### config.mk
export PLATFORM = sky130hd
export DESIGN_NAME = fvws_voice
export DESIGN_NICKNAME = d
export VERILOG_FILES = /design/src/hdl/fvws_pkg.sv /design/src/hdl/fvws_voice.sv
export SDC_FILE = /design/constraint.sdc
export NUM_CORES = 2
export LEC_CHECK = 0
export ABC_CLOCK_PERIOD_IN_PS = 4000
export CAP_MARGIN = 10
export CORE_MARGIN = 5
export CORE_UTILIZATION = 55
export DETAILED_ROUTE_END_ITERATION = 7
export DONT_BUFFER_PORTS = 1
export GPL_ROUTABILITY_DRIVEN = 0
export PLACE_DENSITY = 0.73
export SYNTH_ARGS = -nofsm -noshare
export SYNTH_HDL_FRONTEND = slang
export SYNTH_SLANG_ARGS = --single-unit
### constraint.sdc
create_clock -name clk_i -period 4 [get_ports clk_i]
set_input_delay 0.8 -clock clk_i [delete_from_list [all_inputs] [get_ports clk_i]]
set_output_delay 0.8 -clock clk_i [all_outputs]
set_load 0.01 [all_outputs]
### src/hdl/fvws_pkg.sv
// Shared types and constants of the four-voice wavetable synthesizer.
package fvws_pkg;

  // Kind of an input transaction, carried on s_axis_tuser.
  typedef enum logic [1:0] {
    OP_TICK      = 2'd0,
    OP_NOTE      = 2'd1,
    OP_LOAD_WAVE = 2'd2,
    OP_LOAD_ENV  = 2'd3
  } op_e;

  // Configuration register indexes.
  typedef enum logic [0:0] {
    REG_WAVE_LENGTH    = 1'b0,
    REG_ENV_HOLD_INDEX = 1'b1
  } reg_e;

  localparam logic [7:0]  WAVE_LENGTH_RST = 8'h79;
  localparam logic [6:0]  ENV_HOLD_RST    = 7'h7F;
  localparam logic [15:0] TICK_COUNT_RST  = 16'hFFFE;
  localparam logic [15:0] TICK_LIMIT_RST  = 16'hFFFF;
  localparam logic [7:0]  LEVEL_OFFSET    = 8'h80;
  localparam logic [7:0]  LEVEL_STOPPED   = 8'h80;
  localparam int          LEVEL_SHIFT     = 2;

  // Per-voice control, driven by the top level for each accepted transaction.
  typedef struct packed {
    logic        tick;         // sample tick while playing: advance the voice
    logic        read;         // sample tick: read the tables at the old position
    logic        note;         // restart this voice
    logic        load_wave;    // write the wave table copy
    logic        load_env;     // write the envelope table copy
    logic [15:0] step;
    logic [6:0]  index;
    logic [7:0]  value;
    logic [7:0]  wave_length;
    logic [6:0]  env_hold;
  } ctrl_t;

endpackage

### src/hdl/fvws_voice.sv
// One voice: phase and envelope counters with private copies of both tables.
module fvws_voice #(
  parameter int TABLE_DEPTH = 128
) (
  input  logic            clk_i,
  input  logic            rst_ni,
  input  fvws_pkg::ctrl_t ctrl_i,
  output logic [7:0]      wave_byte_o,
  output logic [7:0]      env_byte_o
);

  localparam int IdxW = $clog2(TABLE_DEPTH);

  logic [15:0] phase_q, phase_d;
  logic [15:0] env_q, env_d;
  logic [15:0] step_q, step_d;

  logic [7:0] wave_mem [TABLE_DEPTH];
  logic [7:0] env_mem  [TABLE_DEPTH];
  logic [7:0] wave_rd_q;
  logic [7:0] env_rd_q;

  // Constant table that folds a high byte into the table range.
  logic [IdxW-1:0] fold_lut [256];
  for (genvar g = 0; g < 256; g++) begin : g_fold
    assign fold_lut[g] = IdxW'(g % TABLE_DEPTH);
  end

  logic [15:0]   ph_sum;
  logic [7:0]    ph_hi;
  logic [IdxW-1:0] wr_addr;

  assign wr_addr = IdxW'(ctrl_i.index);

  // Next phase, envelope and step.
  always_comb begin
    ph_sum = phase_q + step_q;
    ph_hi  = ph_sum[15:8];
    if (ph_hi >= ctrl_i.wave_length) begin
      ph_hi = ph_hi - ctrl_i.wave_length;
    end
    phase_d = phase_q;
    env_d   = env_q;
    step_d  = step_q;
    if (ctrl_i.note) begin
      phase_d = '0;
      env_d   = '0;
      step_d  = ctrl_i.step;
    end else if (ctrl_i.tick) begin
      phase_d = {ph_hi, ph_sum[7:0]};
      if (env_q[15:8] < {1'b0, ctrl_i.env_hold}) begin
        env_d = env_q + 16'd1;
      end
    end
  end

  always_ff @(posedge clk_i or negedge rst_ni) begin
    if (!rst_ni) begin
      phase_q <= '0;
      env_q   <= '0;
      step_q  <= '0;
    end else begin
      phase_q <= phase_d;
      env_q   <= env_d;
      step_q  <= step_d;
    end
  end

  // Table copies: one write port, written alike in every voice, and one registered read port.
  always_ff @(posedge clk_i) begin
    if (ctrl_i.load_wave) begin
      wave_mem[wr_addr] <= ctrl_i.value;
    end
    if (ctrl_i.load_env) begin
      env_mem[wr_addr] <= ctrl_i.value;
    end
    if (ctrl_i.read) begin
      wave_rd_q <= wave_mem[fold_lut[phase_q[15:8]]];
      env_rd_q  <= env_mem[fold_lut[env_q[15:8]]];
    end
  end

  assign wave_byte_o = wave_rd_q;
  assign env_byte_o  = env_rd_q;

endmodule

# Word level (Yosys, flattened, before mapping)
# Memory sizes are Yosys's and may differ from the RTL's. A register that Yosys moved wholly into a read port is not among the register bits.
# Index checks and enable logic that the tools add are counted.
word_totals:
  ff_bits: 48
  ramBits: 2048
  rom_bits: 3584
  inputBits: 53
  out_inout_bits: 16
  wordCells: 33
  memories: 4
classes:
  addsub: 3
  magnitude_cmp: 4
  muxes: 14
  n_bitwise: 2
  n_reduce_logical: 3
mem_list:
  columns: ["memory", "depth", "width", "read_ports", "rd_clocked_by_memory_dff", "write_ports", "line", "text"]
  rows:
  - ["(no name shown)", 256, 7, 1, 0, 0, "fvws_voice.sv:79", "env_rd_q <= env_mem[fold_lut[env_q[15:8]]];"]
  - ["(no name shown)", 256, 7, 1, 0, 0, "fvws_voice.sv:78", "wave_rd_q <= wave_mem[fold_lut[phase_q[15:8]]];"]
  - ["env_mem", 128, 8, 1, 1, 1, "fvws_voice.sv:19", "logic [7:0] env_mem [TABLE_DEPTH];"]
  - ["wave_mem", 128, 8, 1, 1, 1, "fvws_voice.sv:18", "logic [7:0] wave_mem [TABLE_DEPTH];"]
op_table:
  columns: ["cell", "count"]
  rows:
  - ["$mux 16", 5]
  - ["$mux 7", 4]
  - ["$ge 9x9->1 const B", 2]
  - ["$not 8->9", 2]
  - ["$add 16x1->16 const B", 1]
  - ["$add 16x16->16", 1]
  - ["$ge 8x8->1", 1]
  - ["$lt 8x7->1", 1]
  - ["$mux 8", 1]
  - ["$sub 8x8->8", 1]
  - ["$mux 1", 4]
  - ["$reduce_bool 2->1", 2]
  - ["$reduce_and 2->1", 1]

# Logic depth before layout (Yosys ltp)
logic_depth:
  word_depth: 5
  depth_mapped: 18
  mapped_depth_nobuf: 17

# Worst setup path after synthesis
# No wires, ideal clock.
synth_path:
  path_kind: "reg-to-reg"
  startpoint: "register phase_q[8]"
  endpoint: "register phase_q[13]"
  setup_time_ns: 0.099
  t_arrival_ns: 3.682
  required_time_ns: 3.901
  slack_ns: 0.219
  stages_incl_launch_ff: 14
  path_buffers: 1
  synth_period_minus_slack_ns: 3.781
  cell_sequence: "dfrtp_1 -> ha_1 -> a21o_1 -> o21bai_1 -> or3_1 -> o22ai_1 -> nor4_1 -> a311o_1 -> ha_1 -> and4_1 -> a221oi_1 -> clkbuf_1 -> o21ai_0 -> a311oi_1"
synth_via:
  elab_chain_cells: 5
  elab_cells_between_ends: 6
  cone_classes: "add/sub (2); order compare (1); mux (3)"
synth_rtl:
  columns: ["item", "line", "text"]
  rows:
  - ["from (decl)", "fvws_voice.sv:14", "logic [15:0] phase_q, phase_d;"]
  - ["from (signal assigned)", "fvws_voice.sv:63", "phase_q <= phase_d;"]
  - ["$add 16x16->16 *", "fvws_voice.sv:37", "ph_sum = phase_q + step_q;"]
  - ["$sub 8x8->8 / $ge 8x8->1 (equally long branches)", "fvws_voice.sv:40, fvws_voice.sv:39", null]
  - ["$mux 8 *", "fvws_voice.sv:39", "if (ph_hi >= ctrl_i.wave_length) begin"]
  - ["$mux 16 *", "fvws_voice.sv:49", "end else if (ctrl_i.tick) begin"]
  - ["$mux 16 *", "fvws_voice.sv:45", "if (ctrl_i.note) begin"]
# Every way passes the cells marked *; elsewhere a longest branch is shown, timed or not. The select of a mux whose other input is x is not followed.
# A chain may end at the register's enable or synchronous reset.

# Worst setup path in the final report
layout_path:
  startpoint: "register phase_q[8]"
  endpoint: "register phase_q[8]"
# Same word-level chain as after synthesis.

==> results.md <==
- The run finished with clean final reports.
- The die width is 398 um.
- The count of nets left with antenna violations once routing finished came out at 0.
- The first global-routing pass estimated 276000 um of wire.
- Ranked by instance count, the synthesized netlist is headed by 2064 x sky130_fd_sc_hd__edfxtp_1, 548 x sky130_fd_sc_hd__mux4_2, 298 x sky130_fd_sc_hd__nor2_1.
- For this run, asynchronously set or reset flops after synthesis account for 0.0227.
- The kind of critical path is reg -> reg.
- The overall via count from detail_route is 40000.
- The data arrival at the endpoint of the critical path is 4.62 ns.
- In the global route stage, overall resource usage came out at 0.236.
- For this run, design rule violations remaining after detail routing come to 0.
- Yosys mapped the design onto 65 distinct sky130hd cell types.
- Synthesis produced a netlist whose cell count is 3890.
- The required arrival time at the worst endpoint is 4.72 ns.
- The final layout contains 4163 nets.
- The detailed-route wire length is 185000 um.
- The net count after synthesis is 3975.
- The area enclosed by the die boundary is 0.159 mm2.
- The via count of the first global-routing pass is 40900.
- For this design the top-level I/O count stands at 69.
- The area share of and/or/nand/nor cells after synthesis is 0.0238.
- Setup repair after global routing could not meet its margin everywhere.
- The max-capacitance violation count is 0.
- The longest clock path from root to sink contains 3 buffers.
- The headroom to the max-slew limit is 0.293.
- The most used standard cell by instance count after synthesis is sky130_fd_sc_hd__edfxtp_1.
- Detailed placement ended at an HPWL of 107000 um.
- The number of antenna violations at the first check in global routing is 1.
- The number of DRC violations after detailed-routing iteration 0 is 4582.
- For this run, the number of Yosys warnings is 0.
- The total area inside the core boundary comes to 0.150 mm2.
- The area growth from synthesis to layout is 11.8%.
- The total cell area at the placement stage is 0.0860 mm2.
- Entering global routing, the biggest net connects 257 pins.
- Each instance of the synthesized netlist takes up on average 21.3 um2.
- The fraction of post-synthesis cell area in the top cell type by area is 0.748.
- The clock-pin slew on the worst setup and hold paths is 0.06 ns.
- The later pin in the worst-skew pair is clocked with a latency of 0.82 ns.
- The fraction of synthesized area in multiplexers is 0.164.
- The number of synthesized register bits is 2112.
- The element type at the critical path end is a register.
- The worst hold-check path type is in -> reg.
- Hold timing on the final database bottoms out at a slack of 0.0686 ns.
- Once layout is done, the placed cells without fillers occupy 0.0926 mm2.
- By area, the combinational part of the netlist is dominated by multiplexers.
- VDD sags by at most 0.466 mV.
- The number of CTS-inserted buffers is 201.
- The initialized floorplan defines 142 standard-cell rows.
- The xor-xnor portion of the synthesized cell area is 0.00233.
- Dividing the final minimum period by the clock period gives 0.975.
- In this run, synthesis inferred 2064 flip-flops with an integrated enable.
- Of the total synthesized cell area, the portion taken by full adders, half adders and majority gates is 0.00501.
- The share of synthesized area occupied by flip-flops and latches is 0.762.
- The clock drives 2112 sinks.
- In the synthesized netlist the dominant register cell turns out to be sky130_fd_sc_hd__edfxtp_1.
- The die is 398 um tall.
- In this run the cell area of the synthesized design comes to 0.0829 mm2.
- The biggest area contributor in the post-synthesis netlist is sky130_fd_sc_hd__edfxtp_1.
- In this run the clock root is driven by a sky130_fd_sc_hd__clkbuf_16.
- The number of port buffers is 0.
- For this configuration, the core starts out at a cell density of 0.553.
- TritonCTS built the clock tree.
- The number of cells traversed by the worst register-to-register path is 15.
- Dividing the detail-routed wire length by the instance count gives 29.6 um.
- The share of the synthesized area in compound gates (AO/OA/AOI/OAI) was 0.0260.
- Yosys attributes the largest share of cell area to sky130_fd_sc_hd__edfxtp_1 75%, sky130_fd_sc_hd__mux4_2 15%, sky130_fd_sc_hd__dfrtp_1 1.4%, sky130_fd_sc_hd__nor2_1 1.3%, sky130_fd_sc_hd__mux2i_1 1.2%.
- Summed over all cells, the static leakage comes to 28.6 nW.
- The design draws 0.0490 W.
- In this run the worst path has a maximum fanout of 7.
- Counting instances, the worst hold path has a depth of 1.
- The H-tree generated during clock tree synthesis spans 4 levels.
- The share of cells above drive strength 1 is 0.255.
- The final setup violation count is 0.
- Global routing finished with a remaining overflow of 0.
- The final max-slew violation count is 0.
- Power spread over the standard cell area amounts to 528 mW/mm2.
- The first detailed-routing pass took 6 iterations.
- The clock skew after layout is 0.0220 ns.
- The transition time of the tightest slew-check pin is 1.06 ns.
- The final hold violation count came to 0.
- Timing would allow up to 256 MHz.
- The vias per cell is 6.39.
- The kind of launch point of the worst setup path is a register.
- The clock period minus final worst setup slack is 3.90 ns.
==> critical path, stage by stage (launching register included) <==
cell                       delay (ns)
sky130_fd_sc_hd__dfrtp_4         0.47
sky130_fd_sc_hd__ha_1            0.33
sky130_fd_sc_hd__a21o_1          0.21
sky130_fd_sc_hd__o21bai_1        0.16
sky130_fd_sc_hd__or3_1           0.31
sky130_fd_sc_hd__o22ai_1         0.12
sky130_fd_sc_hd__buf_4           0.18
sky130_fd_sc_hd__xnor2_1         0.17
sky130_fd_sc_hd__ha_1            0.31
sky130_fd_sc_hd__nor2_1          0.19
sky130_fd_sc_hd__a21oi_2         0.07
sky130_fd_sc_hd__a41o_1          0.26
sky130_fd_sc_hd__a221oi_4        0.31
sky130_fd_sc_hd__buf_6           0.17
sky130_fd_sc_hd__mux2_2          0.33
sky130_fd_sc_hd__a211oi_1        0.23
==> report_power, final <==
part           internal [W]  switching (W)  leakage [nW]  total [W]
logic               0.00257        0.00311          6.26    0.00569
registers            0.0245       0.000147          19.2     0.0247
clock network        0.0105        0.00807          3.16     0.0186
==> final timing paths <==
check,slack [ns],from,end
worst min register to register,0.51,step_q[11],step_q[11]
max in group asynchronous,3.21,rst_ni,env_q[9]
min in group asynchronous,0.49,rst_ni,step_q[12]
worst max register to register,0.1,phase_q[8],phase_q[8]
worst max-delay path,0.1,phase_q[8],phase_q[8]
worst min-delay path,0.07,ctrl_i[50],phase_q[8]
==> cells by family after synthesis <==
| group | after synthesis |
|---|---|
| buf+inv | 280 |
| flops | 2112 |
| xor+xnor | 22 |
| simple gates | 457 |
| compound gates | 314 |
| mux | 673 |
| fa+ha+maj | 32 |
==> sequential cells by signal (all words and copies together), names as in the netlist <==
name         flops
env_mem       1024
wave_mem      1024
env_q           16
phase_q         16
step_q          16
env_byte_o       8
wave_byte_o      8
==> per-layer routing <==
metal  vias up  global-route usage  share of wire
met5         -                   0              0
met1     21100               0.333           0.39
met2      1986               0.380           0.49
li1      16600                   -              -
met3       321              0.0538          0.092
met4         0              0.0669          0.027
==> cell type report <==
type	instances	area (um2)
Multi-Input combinational cell	1498	18400
Clock buffer	246	5310
Clock inverter	125	1150
Timing Repair Buffer	207	1810
Antenna cell	1	2.50
Inverter	58	220
Sequential cell	2112	63200
Tap cell	2016	2520
Fill cell	9958	57100
==> cell usage in the layout (no fill, tap or decap), types with 17 or more instances in the layout <==
| cell | n |
|---|---|
| sky130_fd_sc_hd__a22oi_1 | 20 |
| sky130_fd_sc_hd__mux2_2 | 22 |
| sky130_fd_sc_hd__ha_1 | 29 |
| sky130_fd_sc_hd__a21oi_1 | 55 |
| sky130_fd_sc_hd__nand2_1 | 55 |
| sky130_fd_sc_hd__buf_12 | 18 |
| sky130_fd_sc_hd__inv_1 | 56 |
| sky130_fd_sc_hd__a221oi_1 | 55 |
| sky130_fd_sc_hd__o21ai_0 | 56 |
| sky130_fd_sc_hd__clkbuf_16 | 204 |
| sky130_fd_sc_hd__buf_4 | 185 |
| sky130_fd_sc_hd__mux4_2 | 548 |
| sky130_fd_sc_hd__mux2i_1 | 103 |
| sky130_fd_sc_hd__o211ai_1 | 18 |
| sky130_fd_sc_hd__o22ai_1 | 20 |
| sky130_fd_sc_hd__clkinv_2 | 35 |
| sky130_fd_sc_hd__dfrtp_1 | 41 |
| sky130_fd_sc_hd__nand3_1 | 29 |
| sky130_fd_sc_hd__clkbuf_1 | 37 |
| sky130_fd_sc_hd__clkinv_1 | 54 |
| sky130_fd_sc_hd__bufinv_16 | 17 |
| sky130_fd_sc_hd__nor2_1 | 298 |
| sky130_fd_sc_hd__edfxtp_1 | 2064 |
==> what timing repair did <==
item | in CTS | in global routing
hold buffers | 3 | 0
hold endpoints to repair | 62 | 0
setup buffers | 0 | 3
gates resized for setup | 0 | 11
setup endpoints to repair | 0 | 6
==> stage by stage <==
| stage | setup WS (ns) | util | instances | TNS, ns |
|---|---|---|---|---|
| final | 0.0984 | 0.618 | 6263 | 0 |
| after global routing | -0.0710 | 0.618 | 6262 | -0.178 |
| after CTS | 0.0211 | 0.618 | 6259 | 0 |
| after detailed placement | 0.0600 | 0.574 | 5885 | 0 |
| after global placement | 0.0941 | 0.574 | 5885 | 0 |
| after floorplan | 0.219 | - | 3890 | 0 |
(Power assumes the default switching activity.)
