File: config.mk
export PLATFORM = sky130hd
export DESIGN_NAME = fvws_mix
export DESIGN_NICKNAME = d
export VERILOG_FILES = /design/src/hdl/fvws_pkg.sv /design/src/hdl/fvws_mix.sv
export SDC_FILE = /design/constraint.sdc
export NUM_CORES = 1
export LEC_CHECK = 0
export BUFFER_PORTS_ARGS = -buffer_cell sky130_fd_sc_hd__buf_2
export CORE_MARGIN = 8
export CORE_UTILIZATION = 60
export DETAILED_ROUTE_END_ITERATION = 7
export GPL_TIMING_DRIVEN = 0
export PLACE_DENSITY = 0.8
export SLEW_MARGIN = 30
export SYNTH_ARGS = -nofsm -noshare
export SYNTH_HDL_FRONTEND = slang
export SYNTH_SLANG_ARGS = --single-unit
File: constraint.sdc
create_clock -name vclk -period 9.15
set_clock_uncertainty 0.15 [all_clocks]
set_input_delay 0.915 -clock vclk [all_inputs]
set_output_delay 0.915 -clock vclk [all_outputs]
set_load 0.01 [all_outputs]
File: src/hdl/fvws_pkg.sv
// Shared types and constants of the four-voice wavetable synthesizer.
package fvws_pkg;

  // Kind of an input transaction, carried on s_axis_tuser.
  typedef enum logic [1:0] {
    OP_TICK      = 2'd0,
    OP_NOTE      = 2'd1,
    OP_LOAD_WAVE = 2'd2,
    OP_LOAD_ENV  = 2'd3
  } op_e;

  // Configuration register indexes.
  typedef enum logic [0:0] {
    REG_WAVE_LENGTH    = 1'b0,
    REG_ENV_HOLD_INDEX = 1'b1
  } reg_e;

  localparam logic [7:0]  WAVE_LENGTH_RST = 8'h79;
  localparam logic [6:0]  ENV_HOLD_RST    = 7'h7F;
  localparam logic [15:0] TICK_COUNT_RST  = 16'hFFFE;
  localparam logic [15:0] TICK_LIMIT_RST  = 16'hFFFF;
  localparam logic [7:0]  LEVEL_OFFSET    = 8'h80;
  localparam logic [7:0]  LEVEL_STOPPED   = 8'h80;
  localparam int          LEVEL_SHIFT     = 2;

  // Per-voice control, driven by the top level for each accepted transaction.
  typedef struct packed {
    logic        tick;         // sample tick while playing: advance the voice
    logic        read;         // sample tick: read the tables at the old position
    logic        note;         // restart this voice
    logic        load_wave;    // write the wave table copy
    logic        load_env;     // write the envelope table copy
    logic [15:0] step;
    logic [6:0]  index;
    logic [7:0]  value;
    logic [7:0]  wave_length;
    logic [6:0]  env_hold;
  } ctrl_t;

endpackage

File: src/hdl/fvws_mix.sv
// Mixer: scales each wave byte by its envelope and sums the voices into a level.
module fvws_mix #(
  parameter int NUM_VOICES = 4
) (
  input  logic [NUM_VOICES-1:0][7:0] wave_byte_i,
  input  logic [NUM_VOICES-1:0][7:0] env_byte_i,
  output logic [7:0]                 level_o
);

  logic signed [16:0] prod [NUM_VOICES];
  logic [7:0]         sum;
  logic [7:0]         biased;

  // Floor of product / 256 is the arithmetic shift; only its low byte matters.
  always_comb begin
    sum = '0;
    for (int v = 0; v < NUM_VOICES; v++) begin
      prod[v] = $signed({wave_byte_i[v][7], wave_byte_i[v]}) *
                $signed({1'b0, env_byte_i[v]});
      sum     = sum + prod[v][15:8];
    end
    biased  = sum + fvws_pkg::LEVEL_OFFSET;
    level_o = biased >> fvws_pkg::LEVEL_SHIFT;
  end

endmodule

; Word-level counts from Yosys, hierarchy flattened
; Index checks and enable logic that the tools add are counted.
[totals]
latchBits = 0
memories = 0
reg_bits = 0
word_cells = 8
inputBits = 64
output_inout_bits = 8
rom_bits = 0
ramBits = 0
[classes]
multipliers = 4
order_cmp = 0
shift = 0
eq_ne = 0
reduce_logical = 0
add_sub_neg = 4
div = 0
n_bitwise = 0
mux = 0
[op_table]
columns = op, count
row1 = 8-bit by 9-bit multiplier with 16-bit output, 4
row2 = 8-bit adder, 3
row3 = "8-bit adder, second input constant", 1

; Logic depth before layout (Yosys ltp)
; Gate-level depths: netlist of run 1.
[depth]
ltp_word = 5
depth_mapped = 30
depth_no_buf = 30

; Worst setup path after synthesis of run 1
; OpenSTA, ideal clock, no wires.
[synth_timing]
path_kind = input to output
startpoint = in wave_byte_i[31] (netlist name)
endpoint = out level_o[5]
n_path_buf = 0
path_slack_ns = 0.473
t_arrival_ns = 7.612
stages = 24
path_cell_list = inv_1 -> fa_1 -> fa_1 -> inv_1 -> fa_1 -> fa_1 -> ha_1 -> and4b_1 -> a221oi_2 -> o21ai_2 -> or4_1 -> a31o_1 -> xor2_1 -> fa_1 -> fa_1 -> ha_1 -> xnor2_1 -> xnor2_1 -> xnor3_1 -> xnor2_1 -> xnor2_1 -> xnor2_1 -> xnor3_1 -> xnor2_1
[synth_via]
elab_chain_len = 3
[synth_lines]
columns = element, line_no
row1 = "start, declared", fvws_mix.sv:5  ; input logic [NUM_VOICES-1:0][7:0] wave_byte_i,
row2 = 8-bit by 9-bit multiplier with 16-bit output, fvws_mix.sv:18  ; prod[v] = $signed({wave_byte_i[v][7], wave_byte_i[v]}) *
row3 = 8-bit adder, fvws_mix.sv:20  ; sum = sum + prod[v][15:8];
row4 = 8-bit adder, fvws_mix.sv:22  ; biased = sum + fvws_pkg::LEVEL_OFFSET;
row5 = "end, declared", fvws_mix.sv:7  ; output logic [7:0] level_o
; No other way between the ends.

; Final worst setup path of run 1
[layout_timing]
startpoint = in env_byte_i[24] (netlist name)
endpoint = out level_o[5]
[layout_via]
elab_chain_len = 3
[layout_lines]
columns = element, line_no
row1 = "start, declared", fvws_mix.sv:6  ; input logic [NUM_VOICES-1:0][7:0] env_byte_i,
row2 = 8-bit by 9-bit multiplier with 16-bit output, fvws_mix.sv:18
row3 = 8-bit adder, fvws_mix.sv:20
row4 = 8-bit adder, fvws_mix.sv:22
; No other way between the ends.

==> results.py, run 1 <==
metrics = {
    "place": {
        "place_congestion": 0.8527,
        "hpwlAfterDp_mm": 14.45,
        "portBuffers": 70,
    },
    "worst_hold_path": {
        "hold_depth": 9,
        "hold_class": "in2out",
    },
    "route": {
        "drt-initial-drc-count": 275,
        "postRouteAntennaNets": 0,
        "viasPerCell": 5.236,
        "drt-pass1-iter-count": 4,
        "wirelength_mm": 16.73,
        "vias": 6278,
        "wl_per_cell_microns": 13.96,
        "drc": 0,
    },
    "layout": {
        "numSequentialCells": 0,
        "antenna_cells": 0,
        "final.clkbuf_count": 0,
        "fillCellCount": 1159,
        "seq_area_sq_um": 0,
        "drive_gt1_share_pct": 11.58,
        "syn_to_final_growth_pct": 10.35,
        "nNetsFinal": 1401,
    },
    "synthesis": {
        "synth_area_leader_cell": "fa_1",
        "synth_top_area_share_pct": 37.17,
        "synth_common_cells": "inv_1, ha_1, fa_1",
        "yosysUniqueCellTypes": 37,
        "synthesis.area_sq_mm": 0.008294,
        "syn_inst": 936,
        "yosys-top-cells-area": "fa_1, ha_1, and2_1, inv_1, nand2_1",
        "yosysSeqAreaShare_pct": 0,
        "avgSynthCellArea_sq_um": 8.861,
        "yosys_warnings": 0,
        "synth.most_common_cell": "inv_1",
    },
    "critical_path": {
        "worstSetupPathType": "in2out",
        "crit_fanout": 7,
        "slowest_stage": "fa_1",
        "crit_end": "level_o[5]",
        "path_common_cell": "fa_1",
        "cpPeakStageDelay_ps": 570,
        "critPathLaunch": "env_byte_i[24]",
        "required_ps": 8090,
        "start_kind": "primary input",
        "critPathCaptureType": "output port",
        "arrival_ps": 7860,
    },
    "timing": {
        "min_period_ps": 8922,
        "worst_slew_margin_rel_pct": 56.50,
        "rsz0062_at_grt": "true",
        "setup_violations": 0,
        "finalHoldViolations": 0,
        "setup-tns-final_ps": 0,
        "slew_viol_final": 0,
        "period_share_pct": 97.51,
        "worstMarginPinSlew_ps": 644.1,
        "fmaxAchievable_mhz": 112.1,
    },
    "global_routing": {
        "antenna_found_initial": 0,
        "track_usage_pct": 19.49,
        "grt_max_degree": 9,
        "grt_pass1_wl_mm": 29.80,
        "gr-total-overflow": 0,
        "grt_pass1_vias": 6773,
    },
    "cts": {
        "ctsHoldBuffers": 0,
    },
    "floorplan": {
        "fp.coreArea_sq_mm": 0.01367,
        "die_h_microns": 133.6,
        "io_pins": 72,
        "die_w_microns": 133.6,
        "rows": 43,
        "die-area_sq_mm": 0.01784,
        "initial_core_util_pct": 60.69,
    },
    "job": {
        "drv_cap": 0,
    },
    "outcome": {
        "status": "finished, final reports clean",
    },
}
==> worst min-delay path by stage <==
stage,startpoint,end,slack [ps]
2_1_floorplan,env_byte_i[23],level_o[5],2560
5_1_grt,env_byte_i[23],level_o[5],3010
4_1_cts,env_byte_i[23],level_o[5],2920
3_5_place_dp,env_byte_i[23],level_o[5],2910
3_3_place_gp,env_byte_i[23],level_o[5],2890
6_report,env_byte_i[23],level_o[5],2920
==> metrics by stage <==
step	utilization, %	setup WS (ps)	hold slack, ps	cells	cell area, sq um
floorplan	-	473.5	2563	937	8298
global placement	64.93	-320.9	2888	1187	8874
detailed placement	64.93	-350.1	2910	1187	8874
CTS	65.31	28.89	2923	1188	8925
global route	66.97	-125.8	3007	1199	9153
finish	66.97	227.6	2918	1199	9153
==> logic make-up (layout without fill, tap and decap cells) <==
logic type                 count (synthesis)  after routing  synth area share [%]
xor gates and xnor gates                  41             41                 4.661
and+or+nand+nor                          317            317                 20.02
buffers and inverters                    213            295                 9.730
AOI/OAI and AO/OA                         48             48                 3.937
other                                      1              2               0.04521
adders and majority gates                316            316                 61.61
==> area by class of cell <==
| cell class | instances | area [sq um] | area share, % |
|---|---|---|---|
| inverters | 211 | 803.3 | 8.776 |
| repair buffers | 82 | 483.0 | 5.277 |
| multi-input cells | 724 | 7626 | 83.32 |
| well taps | 180 | 225.2 | 2.461 |
| plain buffers | 2 | 15.01 | 0.1640 |
==> timing repair <==
| item | CTS | global route |
|---|---|---|
| endpoints found under the setup margin | 1 | 1 |
| gates cloned | 0 | 0 |
| pin swaps | 4 | 22 |
| buffers inserted | 1 | 11 |
| resized for setup | 6 | 47 |
==> routing by layer <==
layer	vias to the layer above	wire, microns	global-route usage (%)
met3	13	417	0.8660
met5	-	0	0
met2	106	8706	35.52
li1	3045	-	-
met1	3114	7498	25.76
met4	0	112	2.059
==> cell usage in the layout, fill, tap and decap left out, types with 2 or more instances in the layout <==
cell	count
a21oi_1	7
nor2_2	2
xor2_1	7
nor2_1	46
clkinvlp_4	3
nand2b_1	12
ha_4	2
and2_1	137
a21oi_2	4
fa_1	154
o21ai_0	6
xnor3_1	2
nand3_1	3
a221oi_4	2
buf_2	56
ha_1	159
inv_1	207
nor3_1	13
xnor2_1	30
a21o_1	9
nand2_2	4
buf_4	19
a31oi_1	3
o21a_1	6
o41ai_1	3
nor2b_1	3
o21ai_2	3
nand2_1	74
or2_2	3
and4b_1	2
and3_1	11
clkbuf_4	7
conb_1	2
buf_6	2
==> worst max-delay path, delay by kind of cell <==
kind                       cells  cell delay (ps)
and+or+nand+nor                4              830
adders and majority gates      9             3820
xor gates and xnor gates       5              980
AOI/OAI and AO/OA              4              960
buffers and inverters          3              350
Power of run 1 is left out: the tool's default activity adds up to more than one toggle a clock period on the data nets, which glitch-free logic cannot reach.
==> run 2: changes to the inputs <==
==> constraint.sdc (replaced) <==
create_clock -name vclk -period 9.15
set_clock_uncertainty 0.15 [all_clocks]
set_input_delay 1.83 -clock vclk [all_inputs]
set_output_delay 1.83 -clock vclk [all_outputs]
set_load 0.01 [all_outputs]
==> run 2 against run 1 <==
  * The flow now finishes with violations (setup timing)
  * Global-route usage is 0.46 points higher
  * Critical path type unchanged
  * Setup slack worse by 1800 ps
  * Via count is 0.41% higher
  * Flip-flop and latch count unchanged
  * Cell area grew 4.5%
  * Highest routed layer unchanged
  * Die area is the same
==> results.py, run 2 (synthesis results as in run 1) <==
metrics = {
    "outcome": {
        "status": "finished, violations left",
        "violations": "setup timing",
    },
    "worst_hold_path": {
        "hold_class": "in2out",
    },
    "critical_path": {
        "crit_fanout": 2,
        "required_ps": 7170,
        "worstSetupPathType": "in2out",
        "arrival_ps": 8750,
        "start_kind": "primary input",
        "critPathCaptureType": "output port",
    },
    "layout": {
        "nNetsFinal": 1406,
        "layout_common_cells": "inv_1, fa_1, ha_1",
        "drive_gt1_share_pct": 15.23,
        "numSequentialCells": 0,
        "syn_to_final_growth_pct": 15.36,
        "final_cell_count_no_fill": 1204,
        "final_common_cell": "inv_1",
        "final_util_pct": 70.01,
        "antenna_cells": 0,
        "seq_area_sq_um": 0,
        "fillCellCount": 1076,
        "final.clkbuf_count": 0,
    },
    "timing": {
        "worstMarginPinSlew_ps": 551.2,
        "min_period_ps": 10730,
        "worst_slew_margin_rel_pct": 62.77,
        "rsz0062_at_grt": "true",
        "slew_viol_final": 0,
        "fmaxAchievable_mhz": 93.19,
        "worst_slack_ps": -1581,
        "setup_violations": 6,
        "period_share_pct": 117.3,
        "timing.hold.ws_ps": 4796,
        "finalHoldViolations": 0,
    },
    "job": {
        "drv_cap": 0,
    },
    "floorplan": {
        "fp.coreArea_sq_mm": 0.01367,
        "die_h_microns": 133.6,
        "die_w_microns": 133.6,
        "die-area_sq_mm": 0.01784,
        "io_pins": 72,
        "initial_core_util_pct": 60.69,
        "rows": 43,
    },
    "global_routing": {
        "gr-total-overflow": 0,
        "grt_max_degree": 9,
        "grt_pass1_vias": 6984,
        "track_usage_pct": 19.95,
        "antenna_found_initial": 0,
        "grt_pass1_wl_mm": 30.37,
    },
    "route": {
        "wl_per_cell_microns": 14.21,
        "drc": 0,
        "drt-initial-drc-count": 222,
        "postRouteAntennaNets": 0,
        "viasPerCell": 5.236,
        "wirelength_mm": 17.11,
        "vias": 6304,
        "drt-pass1-iter-count": 4,
    },
    "place": {
        "dp.cells": 1187,
        "portBuffers": 70,
        "place_congestion": 0.8217,
        "hpwlAfterDp_mm": 14.47,
    },
    "cts": {
        "ctsHoldBuffers": 0,
    },
}
## run 2: cell types whose count changed in the layout (fill, tap and decap cells not counted), sizes merged
cell | before | now
clkinvlp | 3 | 2
buf | 77 | 89
clkinv | 0 | 1
clkbuf | 7 | 0
## run 2: layer usage
layer / vias to the layer above / global-route usage, % / wire length [microns]
li1: 3053 / - / -
met1: 3126 / 25.92 / 7679
met2: 105 / 36.89 / 8804
met3: 20 / 0.7907 / 424
met4: 0 / 2.308 / 197
met5: - / 0 / 0
## run 2: final timing paths
path	start	endpoint	slack, ps	depth (start not counted)
setup / recovery	env_byte_i[24]	level_o[5]	-1580	26
hold / removal	env_byte_i[23]	level_o[5]	4800	9
## run 2: final cells by class
class              instances  area (sq um)  area share, %
plain buffers              2         15.01         0.1569
repair buffers            87         643.1          6.722
multi-input cells        724          7878          82.33
inverters                211         807.0          8.435
well taps                180         225.2          2.354
## run 2: critical path, cell delays in order
cell,delay [ps]
buf_8,100
nand2b_4,130
fa_1,450
fa_1,530
inv_2,40
fa_1,450
fa_1,550
ha_4,210
and4b_1,210
a221oi_4,360
o21ai_2,100
or4_4,430
a31o_4,270
xor2_2,180
fa_1,470
fa_1,490
ha_2,200
xnor2_2,140
xnor2_1,200
xnor3_1,290
xnor2_2,150
xnor2_1,190
xnor2_1,150
xnor3_2,310
xnor2_2,150
buf_2,160
## run 2: through the flow
step | area (sq um) | setup slack (ps) | TNS, ps
3_3_place_gp | 9035 | -1854 | -5395
3_5_place_dp | 9035 | -1996 | -5957
4_1_cts | 9512 | -1697 | -5319
5_1_grt | 9568 | -1806 | -6084
6_report | 9568 | -1581 | -4718
2_1_floorplan | 8459 | -1015 | -1534
## run 2: what timing repair did
action	CTS	global route
pin swaps	28	20
gates resized for setup	81	20
endpoints found under the setup margin	6	6
buffers inserted	17	6
Power of run 2 is left out for the same reason.
==> run 3: changes to the inputs <==
Settings changed: CORE_ASPECT_RATIO set to 0.7, CORE_UTILIZATION 60 to 34, PLACE_DENSITY 0.8 to unset, REMOVE_ABC_BUFFERS set to 1.
==> run 3 against run 2 <==
  * The flow still finishes with violations (setup timing)
  * Sequential share of layout area stayed put
  * Critical path depth is 1 higher
  * Core utilization is 29 points lower
  * Via count is 3.3% lower
  * First-iteration DRC count is 12% lower
  * Critical path type unchanged
  * Setup slack worse by 23 ps
  * Count of clock-buffer cells in the layout stayed put
  * Fmax is 0.22% lower
  * Final cell count is 11% higher
==> results.py, run 3 (synthesis results as in run 1) <==
metrics = {
    "global_routing": {
        "antenna_found_initial": 0,
        "grt_pass1_vias": 6776,
        "grt_max_degree": 9,
        "grt_util_met1_pct": 19.38,
        "met3_usage_pct": 0.5747,
        "gr-total-overflow": 0,
        "met2_usage_pct": 20.70,
        "grt_pass1_wl_mm": 32.49,
        "track_usage_pct": 12.75,
        "busiest_layer": "met2",
    },
    "floorplan": {
        "die_w_microns": 202.7,
        "io_pins": 72,
        "initial_core_util_pct": 34.83,
        "die-area_sq_mm": 0.02973,
        "rows": 47,
        "fp.coreArea_sq_mm": 0.02382,
        "die_h_microns": 146.7,
    },
    "timing": {
        "worstMarginPinSlew_ps": 575.3,
        "setup_violations": 6,
        "rsz0062_at_grt": "true",
        "fmaxAchievable_mhz": 92.98,
        "worst_slew_margin_rel_pct": 61.24,
        "setup-tns-final_ps": -5106,
        "period_share_pct": 117.5,
        "finalHoldViolations": 0,
        "min_period_ps": 10750,
        "timing.hold.ws_ps": 4789,
        "worst_slack_ps": -1605,
        "slew_viol_final": 0,
    },
    "layout": {
        "antenna_cells": 0,
        "layout_common_cells": "inv_1, fa_1, ha_1",
        "fillCellCount": 2407,
        "drive_gt1_share_pct": 15.74,
        "seq_area_sq_um": 0,
        "numSequentialCells": 0,
        "nNetsFinal": 1405,
        "final.clkbuf_count": 0,
        "syn_to_final_growth_pct": 18.39,
        "final_common_cell": "inv_1",
        "final_cell_count_no_fill": 1341,
    },
    "place": {
        "dp_slack_ps": -2475,
        "dp.cells": 1323,
        "portBuffers": 70,
        "place_congestion": 0.7954,
        "hpwlAfterDp_mm": 15.76,
    },
    "outcome": {
        "status": "finished, violations left",
        "violations": "setup timing",
    },
    "critical_path": {
        "crit_fanout": 4,
        "critPathCaptureType": "output port",
        "start_kind": "primary input",
        "arrival_ps": 8770,
        "required_ps": 7170,
        "worstSetupPathType": "in2out",
    },
    "route": {
        "drc": 0,
        "drt-initial-drc-count": 196,
        "wirelength_mm": 18.30,
        "vias": 6094,
        "postRouteAntennaNets": 0,
        "drt-pass1-iter-count": 4,
        "viasPerCell": 4.544,
        "wl_per_cell_microns": 13.65,
    },
    "cts": {
        "ctsHoldBuffers": 0,
    },
    "job": {
        "drv_cap": 0,
    },
    "worst_hold_path": {
        "hold_depth": 9,
        "hold_class": "in2out",
    },
}
==> run 3: changes by cell type in the layout (fill, tap and decap cells not counted), moves of 2 or more <==
cell / change
nor2_1: -2
nor2_2: +2
ha_4: -3
ha_1: +3
buf_2: -13
inv_1: -2
inv_2: +3
nand2_2: +4
nand2_1: -4
buf_6: +12
buf_12: +2
==> run 3: path summary, 6_finish.rpt <==
| path | startpoint | end | slack, ps |
|---|---|---|---|
| max | wave_byte_i[31] | level_o[5] | -1600 |
| min | env_byte_i[23] | level_o[5] | 4790 |
==> run 3: per-layer routing <==
| layer | up-vias | routed length [microns] |
|---|---|---|
| met5 | - | 0 |
| met4 | 0 | 14 |
| met3 | 2 | 515 |
| met2 | 65 | 8089 |
| met1 | 2987 | 9680 |
| li1 | 3040 | - |
==> run 3: worst max-delay path, stage by stage <==
cell      delay (ps)
buf_12           110
buf_12           110
nand2b_4          50
fa_1             420
fa_1             510
inv_1             50
fa_1             450
fa_1             560
ha_4             210
and4b_1          220
a221oi_4         350
o21ai_2          110
or4_4            430
a31o_1           230
xor2_1           200
fa_1             470
fa_1             480
ha_2             200
xnor2_1          130
xnor2_1          250
xnor3_1          270
xnor2_1          180
xnor2_1          170
xnor2_1          160
xnor3_1          290
xnor2_2          180
buf_2            160
==> run 3: timing repair <==
item / in CTS / in global routing
setup buffers: 12 / 9
pin swaps: 42 / 32
gates resized for setup: 118 / 39
endpoints found under the setup margin: 6 / 6
==> run 3: cell type report <==
| type | instances | area [sq um] | area share (%) |
|---|---|---|---|
| multi-input combinational | 724 | 7876 | 80.21 |
| inverter | 211 | 799.5 | 8.142 |
| timing repair buffer | 88 | 745.7 | 7.594 |
| tap | 318 | 397.9 | 4.052 |
==> run 3: per-stage QoR <==
stage          util [%]  cell area, sq um
2_1_floorplan         -              8283
3_3_place_gp      37.92              9031
3_5_place_dp      37.92              9031
4_1_cts           40.36              9613
5_1_grt           41.23              9819
6_report          41.23              9819
Power of run 3 is left out for the same reason.
